[src/design/crc8p_pkg.sv]
`default_nettype none
// ---------------------------------------------------------------------------
// CRC-8 packet parser package
// Types, constants and the CRC step shared by the parser files.
// ---------------------------------------------------------------------------
package crc8p_pkg;

  localparam int unsigned DEF_MAX_PAYLOAD = 32;
  localparam logic [7:0]  CRC_POLY        = 8'h07;
  localparam logic [7:0]  CRC_TOP         = 8'h80;
  localparam logic [7:0]  CRC_INIT        = 8'h00;
  localparam logic [7:0]  START_RESET     = 8'hAA;

  typedef enum logic [2:0] {
    ST_HUNT,
    ST_CMD,
    ST_LEN,
    ST_DATA,
    ST_CHECK,
    ST_EMIT_RD,
    ST_EMIT_WR
  } state_t;

  typedef struct packed {
    logic [7:0] rx_byte;
  } in_word_t;

  typedef struct packed {
    logic [7:0] start_byte;
  } cfg_word_t;

  typedef struct packed {
    logic [7:0] command;
    logic [5:0] payload_len;
    logic [4:0] payload_index;
    logic [7:0] payload_byte;
    logic       payload_present;
    logic       last;
  } out_word_t;

  function automatic logic [7:0] crc_feed(input logic [7:0] crc, input logic [7:0] b);
    logic [7:0] c;
    c = crc ^ b;
    for (int k = 0; k < 8; k++) begin
      if ((c & CRC_TOP) != 8'h00) begin
        c = (c << 1) ^ CRC_POLY;
      end else begin
        c = c << 1;
      end
    end
    return c;
  endfunction

endpackage
`default_nettype wire

[src/design/crc8p_stream_if.sv]
`default_nettype none
// ---------------------------------------------------------------------------
// Valid/ready stream channel
// Carries one word of type T per handshake.
// ---------------------------------------------------------------------------
interface crc8p_stream_if
  import crc8p_pkg::*;
#(
  parameter type T = in_word_t
);
  logic valid;
  logic ready;
  T     data;

  modport source (output valid, output data, input ready);
  modport sink   (input valid, input data, output ready);
endinterface
`default_nettype wire

[src/design/crc8p_ram.sv]
`default_nettype none
// ---------------------------------------------------------------------------
// Generic simple dual-port RAM
// One write port and one read port with registered read data.
// ---------------------------------------------------------------------------
module crc8p_ram #(
  parameter int unsigned WIDTH  = 8,
  parameter int unsigned DEPTH  = 32,
  parameter int unsigned ADDR_W = (DEPTH > 1) ? $clog2(DEPTH) : 1
) (
  input  wire logic              clk,
  input  wire logic              we,
  input  wire logic [ADDR_W-1:0] waddr,
  input  wire logic [WIDTH-1:0]  wdata,
  input  wire logic              re,
  input  wire logic [ADDR_W-1:0] raddr,
  output logic      [WIDTH-1:0]  rdata
);

  logic [WIDTH-1:0] mem [DEPTH];

  always_ff @(posedge clk) begin
    if (we) begin
      mem[waddr] <= wdata;
    end
    if (re) begin
      rdata <= mem[raddr];
    end
  end

endmodule
`default_nettype wire

[src/design/crc8_framed_packet_parser.sv]
`default_nettype none
// ---------------------------------------------------------------------------
// CRC-8 length-framed packet parser
// Hunts for the start byte, takes command, length, payload and CRC, and
// emits each good frame as a run of payload words.
// ---------------------------------------------------------------------------
// While a frame is being received the parser takes one input word every
// cycle that one is offered. Payload bytes are written into a payload RAM
// as they arrive. When the CRC word matches, the parser stops taking input
// and plays the frame out of the RAM, each result word by a RAM read step
// and then an output register load, so the input stays closed until the
// last word is loaded, and longer on any stall on the output side. A
// finished result waits in the output register while hunting resumes. A
// failed CRC or an oversized length returns to hunting with no output.
// ---------------------------------------------------------------------------
module crc8_framed_packet_parser
  import crc8p_pkg::*;
#(
  parameter int unsigned MAX_PAYLOAD = DEF_MAX_PAYLOAD
) (
  input wire logic       clk,
  input wire logic       rst_n,
  crc8p_stream_if.sink   in_ch,
  crc8p_stream_if.sink   cfg_ch,
  crc8p_stream_if.source out_ch
);

  localparam int unsigned LEN_W  = $clog2(MAX_PAYLOAD + 1);
  localparam int unsigned ADDR_W = (MAX_PAYLOAD > 1) ? $clog2(MAX_PAYLOAD) : 1;

  state_t           state_r, state_nxt;
  logic [7:0]       start_r;
  logic [7:0]       cmd_r, cmd_nxt;
  logic [LEN_W-1:0] len_r, len_nxt;
  logic [LEN_W-1:0] cnt_r, cnt_nxt;
  logic [7:0]       crc_r, crc_nxt;
  logic             out_valid_r, out_valid_nxt;
  out_word_t        out_data_r, out_data_nxt;

  logic             in_take;
  logic [7:0]       b;
  logic             ram_we, ram_re;
  logic [7:0]       ram_rdata;
  logic [LEN_W-1:0] cnt_inc;
  logic             emit_last;

  assign in_ch.ready  = (state_r != ST_EMIT_RD) && (state_r != ST_EMIT_WR);
  assign in_take      = in_ch.valid && in_ch.ready;
  assign b            = in_ch.data.rx_byte;
  assign cfg_ch.ready = 1'b1;
  assign out_ch.valid = out_valid_r;
  assign out_ch.data  = out_data_r;

  assign cnt_inc   = LEN_W'(cnt_r + 1'b1);
  assign emit_last = (len_r == '0) || (cnt_inc == len_r);
  assign ram_we    = in_take && (state_r == ST_DATA);
  assign ram_re    = (state_r == ST_EMIT_RD);

  crc8p_ram #(
    .WIDTH (8),
    .DEPTH (MAX_PAYLOAD),
    .ADDR_W(ADDR_W)
  ) u_payload_ram (
    .clk  (clk),
    .we   (ram_we),
    .waddr(cnt_r[ADDR_W-1:0]),
    .wdata(b),
    .re   (ram_re),
    .raddr(cnt_r[ADDR_W-1:0]),
    .rdata(ram_rdata)
  );

  always_comb begin
    state_nxt     = state_r;
    cmd_nxt       = cmd_r;
    len_nxt       = len_r;
    cnt_nxt       = cnt_r;
    crc_nxt       = crc_r;
    out_valid_nxt = out_valid_r && !out_ch.ready;
    out_data_nxt  = out_data_r;
    unique case (state_r)
      ST_HUNT: begin
        if (in_take && (b == start_r)) begin
          state_nxt = ST_CMD;
        end
      end
      ST_CMD: begin
        if (in_take) begin
          cmd_nxt   = b;
          crc_nxt   = crc_feed(CRC_INIT, b);
          state_nxt = ST_LEN;
        end
      end
      ST_LEN: begin
        if (in_take) begin
          if (b > 8'(MAX_PAYLOAD)) begin
            state_nxt = ST_HUNT;
          end else begin
            len_nxt   = LEN_W'(b);
            crc_nxt   = crc_feed(crc_r, b);
            cnt_nxt   = '0;
            state_nxt = (b == 8'h00) ? ST_CHECK : ST_DATA;
          end
        end
      end
      ST_DATA: begin
        if (in_take) begin
          crc_nxt = crc_feed(crc_r, b);
          cnt_nxt = cnt_inc;
          if (cnt_inc >= len_r) begin
            state_nxt = ST_CHECK;
          end
        end
      end
      ST_CHECK: begin
        if (in_take) begin
          cnt_nxt   = '0;
          state_nxt = (b == crc_r) ? ST_EMIT_RD : ST_HUNT;
        end
      end
      ST_EMIT_RD: begin
        state_nxt = ST_EMIT_WR;
      end
      ST_EMIT_WR: begin
        if (!out_valid_r || out_ch.ready) begin
          out_valid_nxt                = 1'b1;
          out_data_nxt.command         = cmd_r;
          out_data_nxt.payload_len     = 6'(len_r);
          out_data_nxt.payload_index   = 5'(cnt_r);
          out_data_nxt.payload_present = (len_r != '0);
          out_data_nxt.payload_byte    = (len_r != '0) ? ram_rdata : 8'h00;
          out_data_nxt.last            = emit_last;
          cnt_nxt                      = cnt_inc;
          state_nxt                    = emit_last ? ST_HUNT : ST_EMIT_RD;
        end
      end
      default: begin
        state_nxt = ST_HUNT;
      end
    endcase
  end

  always_ff @(posedge clk) begin
    if (!rst_n) begin
      state_r     <= ST_HUNT;
      start_r     <= START_RESET;
      out_valid_r <= 1'b0;
      cnt_r       <= '0;
      len_r       <= '0;
    end else begin
      state_r     <= state_nxt;
      out_valid_r <= out_valid_nxt;
      cnt_r       <= cnt_nxt;
      len_r       <= len_nxt;
      if (cfg_ch.valid) begin
        start_r <= cfg_ch.data.start_byte;
      end
    end
  end

  always_ff @(posedge clk) begin
    cmd_r      <= cmd_nxt;
    crc_r      <= crc_nxt;
    out_data_r <= out_data_nxt;
  end

  a_rise_from_emit: assert property (@(posedge clk) disable iff (!rst_n)
    $rose(out_valid_r) |-> $past(state_r == ST_EMIT_WR))
    else $error("Output became valid outside the play-out phase.");

  a_no_write_in_emit: assert property (@(posedge clk) disable iff (!rst_n)
    ram_we |-> !(state_r == ST_EMIT_RD || state_r == ST_EMIT_WR))
    else $error("Payload RAM written while the frame is being played out.");

  a_data_count: assert property (@(posedge clk) disable iff (!rst_n)
    state_r == ST_DATA |-> cnt_r < len_r)
    else $error("Payload count reached the frame length while still in data.");

  a_emit_index: assert property (@(posedge clk) disable iff (!rst_n)
    state_r == ST_EMIT_RD |-> (cnt_r < len_r) || (len_r == '0 && cnt_r == '0))
    else $error("Play-out index ran beyond the frame length.");

  a_read_then_load: assert property (@(posedge clk) disable iff (!rst_n)
    state_r == ST_EMIT_RD |=> state_r == ST_EMIT_WR)
    else $error("RAM read was not followed by the output load step.");

endmodule
`default_nettype wire

[src/flat_wrapper.sv]
// flat-port wrapper written by rule: the top's interface ports become plain ports
module crc8_framed_packet_parser_flat import crc8p_pkg::*;
#(
  parameter int unsigned MAX_PAYLOAD = DEF_MAX_PAYLOAD
)
  (clk, rst_n, in_ch_valid, in_ch_data, in_ch_ready, cfg_ch_valid, cfg_ch_data, cfg_ch_ready, out_ch_valid, out_ch_data, out_ch_ready);
  crc8p_stream_if #(.T(in_word_t)) in_ch_i ();
  crc8p_stream_if #(.T(cfg_word_t)) cfg_ch_i ();
  crc8p_stream_if #(.T(out_word_t)) out_ch_i ();
  input wire logic clk;
  input wire logic rst_n;
  input wire logic [$bits(in_ch_i.valid)-1:0] in_ch_valid;
  input wire logic [$bits(in_ch_i.data)-1:0] in_ch_data;
  output wire logic [$bits(in_ch_i.ready)-1:0] in_ch_ready;
  input wire logic [$bits(cfg_ch_i.valid)-1:0] cfg_ch_valid;
  input wire logic [$bits(cfg_ch_i.data)-1:0] cfg_ch_data;
  output wire logic [$bits(cfg_ch_i.ready)-1:0] cfg_ch_ready;
  output wire logic [$bits(out_ch_i.valid)-1:0] out_ch_valid;
  output wire logic [$bits(out_ch_i.data)-1:0] out_ch_data;
  input wire logic [$bits(out_ch_i.ready)-1:0] out_ch_ready;
  assign in_ch_i.valid = in_ch_valid;
  assign in_ch_i.data = in_ch_data;
  assign in_ch_ready = in_ch_i.ready;
  assign cfg_ch_i.valid = cfg_ch_valid;
  assign cfg_ch_i.data = cfg_ch_data;
  assign cfg_ch_ready = cfg_ch_i.ready;
  assign out_ch_valid = out_ch_i.valid;
  assign out_ch_data = out_ch_i.data;
  assign out_ch_i.ready = out_ch_ready;
  crc8_framed_packet_parser #(.MAX_PAYLOAD(MAX_PAYLOAD)) u_core (.clk(clk), .rst_n(rst_n), .in_ch(in_ch_i), .cfg_ch(cfg_ch_i), .out_ch(out_ch_i));
endmodule
[config.mk]
export PLATFORM = sky130hd
export DESIGN_NAME = crc8_framed_packet_parser_flat
export DESIGN_NICKNAME = d
export VERILOG_FILES = /design/src/design/crc8p_pkg.sv /design/src/design/crc8p_stream_if.sv /design/src/design/crc8p_ram.sv /design/src/design/crc8_framed_packet_parser.sv /design/src/flat_wrapper.sv
export SDC_FILE = /design/constraint.sdc
export NUM_CORES = 1
export LEC_CHECK = 0
export ABC_AREA = 1
export BUFFER_PORTS_ARGS = -buffer_cell sky130_fd_sc_hd__buf_2
export CAP_MARGIN = 20
export CORE_ASPECT_RATIO = 1.2
export CORE_MARGIN = 8
export CORE_UTILIZATION = 54
export CTS_CLUSTER_DIAMETER = 100
export DETAILED_ROUTE_END_ITERATION = 12
export GPL_TIMING_DRIVEN = 1
export HOLD_SLACK_MARGIN = 0.1
export PLACE_DENSITY_LB_ADDON = 0.12
export SYNTH_ARGS = -nofsm -noshare
export SYNTH_HDL_FRONTEND = slang
export SYNTH_SLANG_ARGS = --single-unit
[constraint.sdc]
create_clock -name clk -period 3.4 [get_ports clk]
set_clock_uncertainty 0.2 [all_clocks]
set_input_delay 0.51 -clock clk [delete_from_list [all_inputs] [get_ports clk]]
set_output_delay 0.51 -clock clk [all_outputs]
set_load 0.01 [all_outputs]
[Word level (Yosys, flattened, before mapping)]
Memories as Yosys holds them, arrays and structs flattened. A register that Yosys moved wholly into a read port is not among the register bits.
Index checks and enable logic that the tools add are counted.
Word-level totals
  flip-flop bits (word level): 69
  RAM bits: 256
  input port bits: 21
  word-level logic and storage cells: 181
  memories kept: 1
Cells by class
  add/sub/neg operators: 1
  order comparisons: 2
  eq/ne operators: 19
  muxes and demuxes: 99
  bitwise operators: 25
  reductions and logical operators: 21
Memory list
  u_core.u_payload_ram.mem: depth 32, bits a word 8, read ports 1, clocked after Yosys merged registers in 1, wr ports 1, line crc8p_ram.sv:20  | logic [WIDTH-1:0] mem [DEPTH];
Operators by type and width (count)
  2-to-1 mux 8 bit: 53
  2-to-1 mux 3 bit: 34
  NOT 3 bit: 23
  2-to-1 mux 6 bit: 5
  one-hot mux 6 bit (4 select lines): 1
  one-hot mux 8 bit (3 select lines): 1
  one-hot mux 3 bit (7 select lines): 1
  equality test 8 bit: 2
  inequality test 2 x 1 -> 1 bit (second input constant): 6
  equality test 3 bit (second input constant): 3
  greater-than comparator 8 x 6 -> 1 bit (second input constant): 1
  zero test 8 bit: 1
  bitwise XOR 8 bit: 1
  AND reduction 7 bit: 1
  adder 6 x 1 -> 6 bit (second input constant): 1
  equality test 3 x 2 -> 1 bit (second input constant): 2
  equality test 6 bit: 1
  greater-or-equal comparator 6 bit: 1
  zero test 6 bit: 1
  inequality test 3 bit (second input constant): 2
  AND reduction 6 bit: 1
  nonzero test 6 bit: 1
  logical AND 1 bit: 5
  AND reduction 5 bit: 1
  11 further kinds: 18

[Longest topological paths before layout]
  word-level depth: 41
  mapped depth: 16
  gate-level depth less buffers: 14

[Modules after synthesis]
A second synthesis with hierarchy kept.
Second synthesis, totals
  cells, all modules: 1312
  area total of the unflattened synthesis: 14437.6 µm²
By module, submodules not included
  crc8p_ram: times used 1, cells each 922, area each 10867.9 µm², sequential area each 7927.6 µm²
  crc8_framed_packet_parser: times used 1, cells each 390, area each 3569.7 µm², sequential area each 1831.8 µm²

[Worst setup path before layout]
OpenSTA, ideal clock, no wires.
  path type: register -> register
  from: register u_core.cnt_r[0]
  to: register u_core.state_r[1]
  library setup time: 0.134 ns
  data arrival time: 2.218 ns
  data required time: 3.066 ns
  path slack: 0.848 ns
  cell stages (with the launch flop): 17
  period minus slack after synthesis: 2.552 ns
  path through: dfxtp_1 buf_4 buf_2 nand3_1 nor2_1 xor2_1 inv_1 ha_1 nand2_1 nor2_1 nand2_1 nand2_1 nor2_1 nor2_1 nand2_1 nand2_1 a21oi_1
Between the ends
  longest elaborated chain between the ends: 4
RTL lines
  start, declared: line crc8_framed_packet_parser.sv:35  | logic [LEN_W-1:0] cnt_r, cnt_nxt;
  start signal, assigned: line crc8_framed_packet_parser.sv:153  | cnt_r <= cnt_nxt;
  adder 6 x 1 -> 6 bit: line crc8_framed_packet_parser.sv:54  | assign cnt_inc = LEN_W'(cnt_r + 1'b1);
  greater-or-equal comparator 6 bit: line crc8_framed_packet_parser.sv:110  | if (cnt_inc >= len_r) begin
  inequality test 2 bit (no source line)
  AND reduction 7 bit (no source line)
  end signal, assigned: line crc8_framed_packet_parser.sv:151  | state_r <= state_nxt;
  end, declared: line crc8_framed_packet_parser.sv:31  | state_t state_r, state_nxt;
No other way between the ends.
A chain may end at the register's enable or synchronous reset.

[Worst setup path in the final report]
Ends and elaborated chain as after synthesis.

==> summary.txt <==
Critical path
  • Crit Path Class: reg2reg
  • CP endpoint kind: flip-flop
  • Critical path origin: u_core.cnt_r[0]
  • Worst EP required: 3.58 ns
  • Worst Reg-to-Reg Cells: 14
  • RR Startpoint: u_core.cnt_r[0]
  • CP endpoint: u_core.state_r[1]
  • R2r setup slk: 0.58 ns
  • WP data arrival: 3.00 ns
  • R2r endpoint: u_core.state_r[1]
  • Startpoint Class: flip-flop
  • Max FO, Critical Path: 57

Min path
  • Hold WC Path Type: in2reg
  • Min-delay src: cfg_ch_valid

Floorplanning
  • I/O pins: 53
  • Die Wd: 162.0 um
  • Die footprint: 30960 um^2
  • Core area: 25300 um^2
  • Initial Util: 54.55%
  • Num rows: 64
  • Die height: 191.1 um

Synth
  • Yosys reg bits: 333
  • Post-Syn Instances: 1148
  • Mux share of post-synthesis cell area: 0.07251%
  • Synthesized area per cell: 12.02 um^2
  • Post-synthesis cell type count: 36
  • Adder-Cell Fraction of Synth Area: 1.631%
  • Area contributors post-synth: edfxtp_1 67%, nor2_1 5.5%, o21ai_0 3.7%, nand2_1 3.5%, dfxtp_1 3.5%
  • YS warnings: 0
  • Sequential-to-total area share from yosys stat: 70.70%
  • Net Count, Synth: 1187
  • Post-synthesis compound-gate area fraction: 9.272%
  • Post-Synth XOR/XNOR Area: 2.402%
  • Syn Std Cell Area: 13800 um^2
  • Largest family of logic cells by synthesized area: simple AND/OR/NAND/NOR gates
  • Largest area contributor in the netlist: edfxtp_1
  • Synth top area share: 67.22%
  • Synth Area in Simple Gates: 11.82%

Route
  • WL/cell: 21.00 um
  • Vias per cell: 5.615
  • Via count: 8922
  • Final WL: 33370 um
  • DR iter-0 viols: 709
  • Drt first pass iters: 7
  • Antenna-violating nets left: 0
  • Post-route DRC: 0

CTS
  • H-tree depth: 2
  • TritonCTS buffer count: 34
  • CTS max path bufs: 3
  • Worst-Skew Late Latency: 0.51 ns
  • Clk sink count: 333
  • Reg clk slew, reported paths: 0.06 ns
  • CTS tree: done
  • # resized after CTS: 0
  • Root Buffer: clkbuf_16

Power
  • LEAKAGE: 5.668 nW
  • Pwr/cell area: 526.5 nW/um^2
  • Maximum vdd drop: 356.1 uV

Status
  • Status: finished clean

Timing
  • Relative slew slack: 47.78%
  • Worst-margin pin slew: 0.7804 ns
  • Final min period: 2.823 ns
  • Setup violators final: 0
  • Worst setup margin: 0.5769 ns
  • Final Max Tran Viols: 0
  • FMAX: 0.3542 GHz
  • Tcrit/Tclk final: 83.03%
  • RSZ-0062 raised after global routing: no
  • Setup TNS: 0 ns
  • Hold Fails Final Rpt: 0

Placement
  • Hpwl dp: 21420 um
  • Cell Area, Placed: 14570 um^2
  • GP Congestion: 0.8348
  • Pre-CTS WS: 0.6026 ns
  • PortBufs: 51

Layout
  • Finished layout cell area: 15730 um^2
  • Area delta synth->final: 13.98%
  • Fin nets: 1274
  • N_diodes: 0
  • Layout cell share with drive strength beyond 1: 13.03%

Global routing
  • Initial antenna violation count: 2
  • Gr usage total: 21.56%
  • M2 GR Usage: 38.74%
  • GRT Max-Usage Layer: met2
  • Vias in the first global route: 8735
  • Largest net degree at the start of global routing: 81
  • Met3 Use GR: 3.167%
  • Remaining Overflow, GRT: 0
  • GRT met1 Usage: 26.55%
  • First-pass GRT wire length: 50600 um

Run
  • Maxcap violations: 0
## final cells by class
cell class	count	area, um^2
Multi-Input combinational cell	688	3485
Tap cell	330	412.9
Timing Repair Buffer	112	748.2
Clock buffer	38	887.1
Fill cell	2034	9570
Sequential cell	333	9764
Clock inverter	22	186.4
Inverter	66	250.2
## repair_timing
action,CTS,global route
hold endpoints to repair,9,0
buffers inserted,0,0
setup endpoints to repair,0,0
hold buffers,9,0
## cell usage in the layout (no fill, tap or decap), drive strengths merged
master	Yosys	final
a211oi	5	5
inv	65	65
bufinv	0	3
nand4	19	19
nor2	205	205
o21ai	149	149
nor3	6	6
nand3b	1	1
clkinv	1	18
a21oi	14	14
nand2	129	129
dlygate4sd3	0	9
clkbuf	36	38
and3	1	1
o22ai	65	65
dfxtp	24	24
xor2	14	14
and2	1	1
mux2i	1	1
clkinvlp	0	2
o21a	1	1
or2	9	9
nand3	25	25
buf	25	103
ha	18	18
o211ai	1	1
edfxtp	309	309
xnor2	23	23
conb	1	1
## worst min-delay path by stage
stage	endpoint	cells after the start
6_report	u_core.start_r[5]	2
4_1_cts	u_core.start_r[5]	2
3_3_place_gp	u_core.out_ch.data[25]	0
5_1_grt	u_core.start_r[5]	2
3_5_place_dp	u_core.out_ch.data[26]	0
2_1_floorplan	u_core.out_ch.data[21]	0
## worst max-delay path, cell delays in order (launching register included)
cell,delay [ns]
dfxtp_4,0.73
nand3_1,0.23
nor2_1,0.16
xor2_1,0.19
inv_1,0.06
ha_1,0.29
nand2_1,0.06
nor2_1,0.13
nand2_1,0.10
nand2_1,0.08
nor2_1,0.05
nor2_1,0.21
nand2_1,0.08
nand2_1,0.06
a21oi_1,0.06
## state kept, by name, summed over array words and instances (netlist names)
name / flops
u_core.out_ch.data: 29
u_core.u_payload_ram.mem: 256
u_core.cnt_r: 6
u_core.state_r: 3
u_core.crc_r: 8
u_core.cmd_r: 8
u_core.start_r: 8
u_core.u_payload_ram.rdata: 8
u_core.len_r: 6
u_core.out_ch.valid: 1
## through the flow
step	total power, mW	std cells	util (%)	hold slack (ns)
finish	8.283	1589	62.18	0.1263
CTS	8.327	1589	62.18	0.1144
global placement	4.755	1520	57.58	0.2007
floorplan	4.657	1148	-	0.2003
global route	8.493	1589	62.18	0.1425
detailed placement	4.757	1520	57.58	0.2152
## synth_stat cells
library cell  count
a211oi_1          4
a211oi_2          1
a21oi_1          14
and2_1            1
and3_1            1
buf_2            13
buf_4             6
buf_6             6
clkbuf_1         34
clkbuf_2          2
clkinv_1          1
conb_1            1
dfxtp_1          24
edfxtp_1        309
ha_1             18
inv_1            64
inv_2             1
mux2i_1           1
nand2_1         129
nand3_1          25
nand3b_1          1
nand4_1          19
nor2_1          204
nor2_2            1
nor3_1            1
nor3_2            5
o211ai_1          1
o21a_1            1
o21ai_0         103
o21ai_1          46
o22ai_1          65
or2_1             8
or2_2             1
xnor2_1          22
xnor2_2           1
xor2_1           14
## metal layers
metal	up-vias	routed length [um]
li1	4244	-
met1	4365	13670
met2	254	17380
met3	57	1559
met4	2	746
met5	-	13
## cell families (layout without fill, tap and decap cells)
logic type               Yosys count  count (layout)
multiplexers                       1               1
adder cells (fa/ha/maj)           18              18
AO/OA/AOI/OAI                    235             235
AND/OR/NAND/NOR                  396             396
flip-flops                       333             333
other                              1               1
buffers and inverters            127             238
XOR/XNOR                          37              37
## where the power goes
part / switching, mW / internal, mW / total, mW
sequential: 0.00407 / 4.47 / 4.48
combinational: 0.137 / 0.0642 / 0.201
clock: 1.50 / 2.11 / 3.61
total: 1.64 / 6.64 / 8.28
Note: power is estimated with default switching activity, not from simulation.
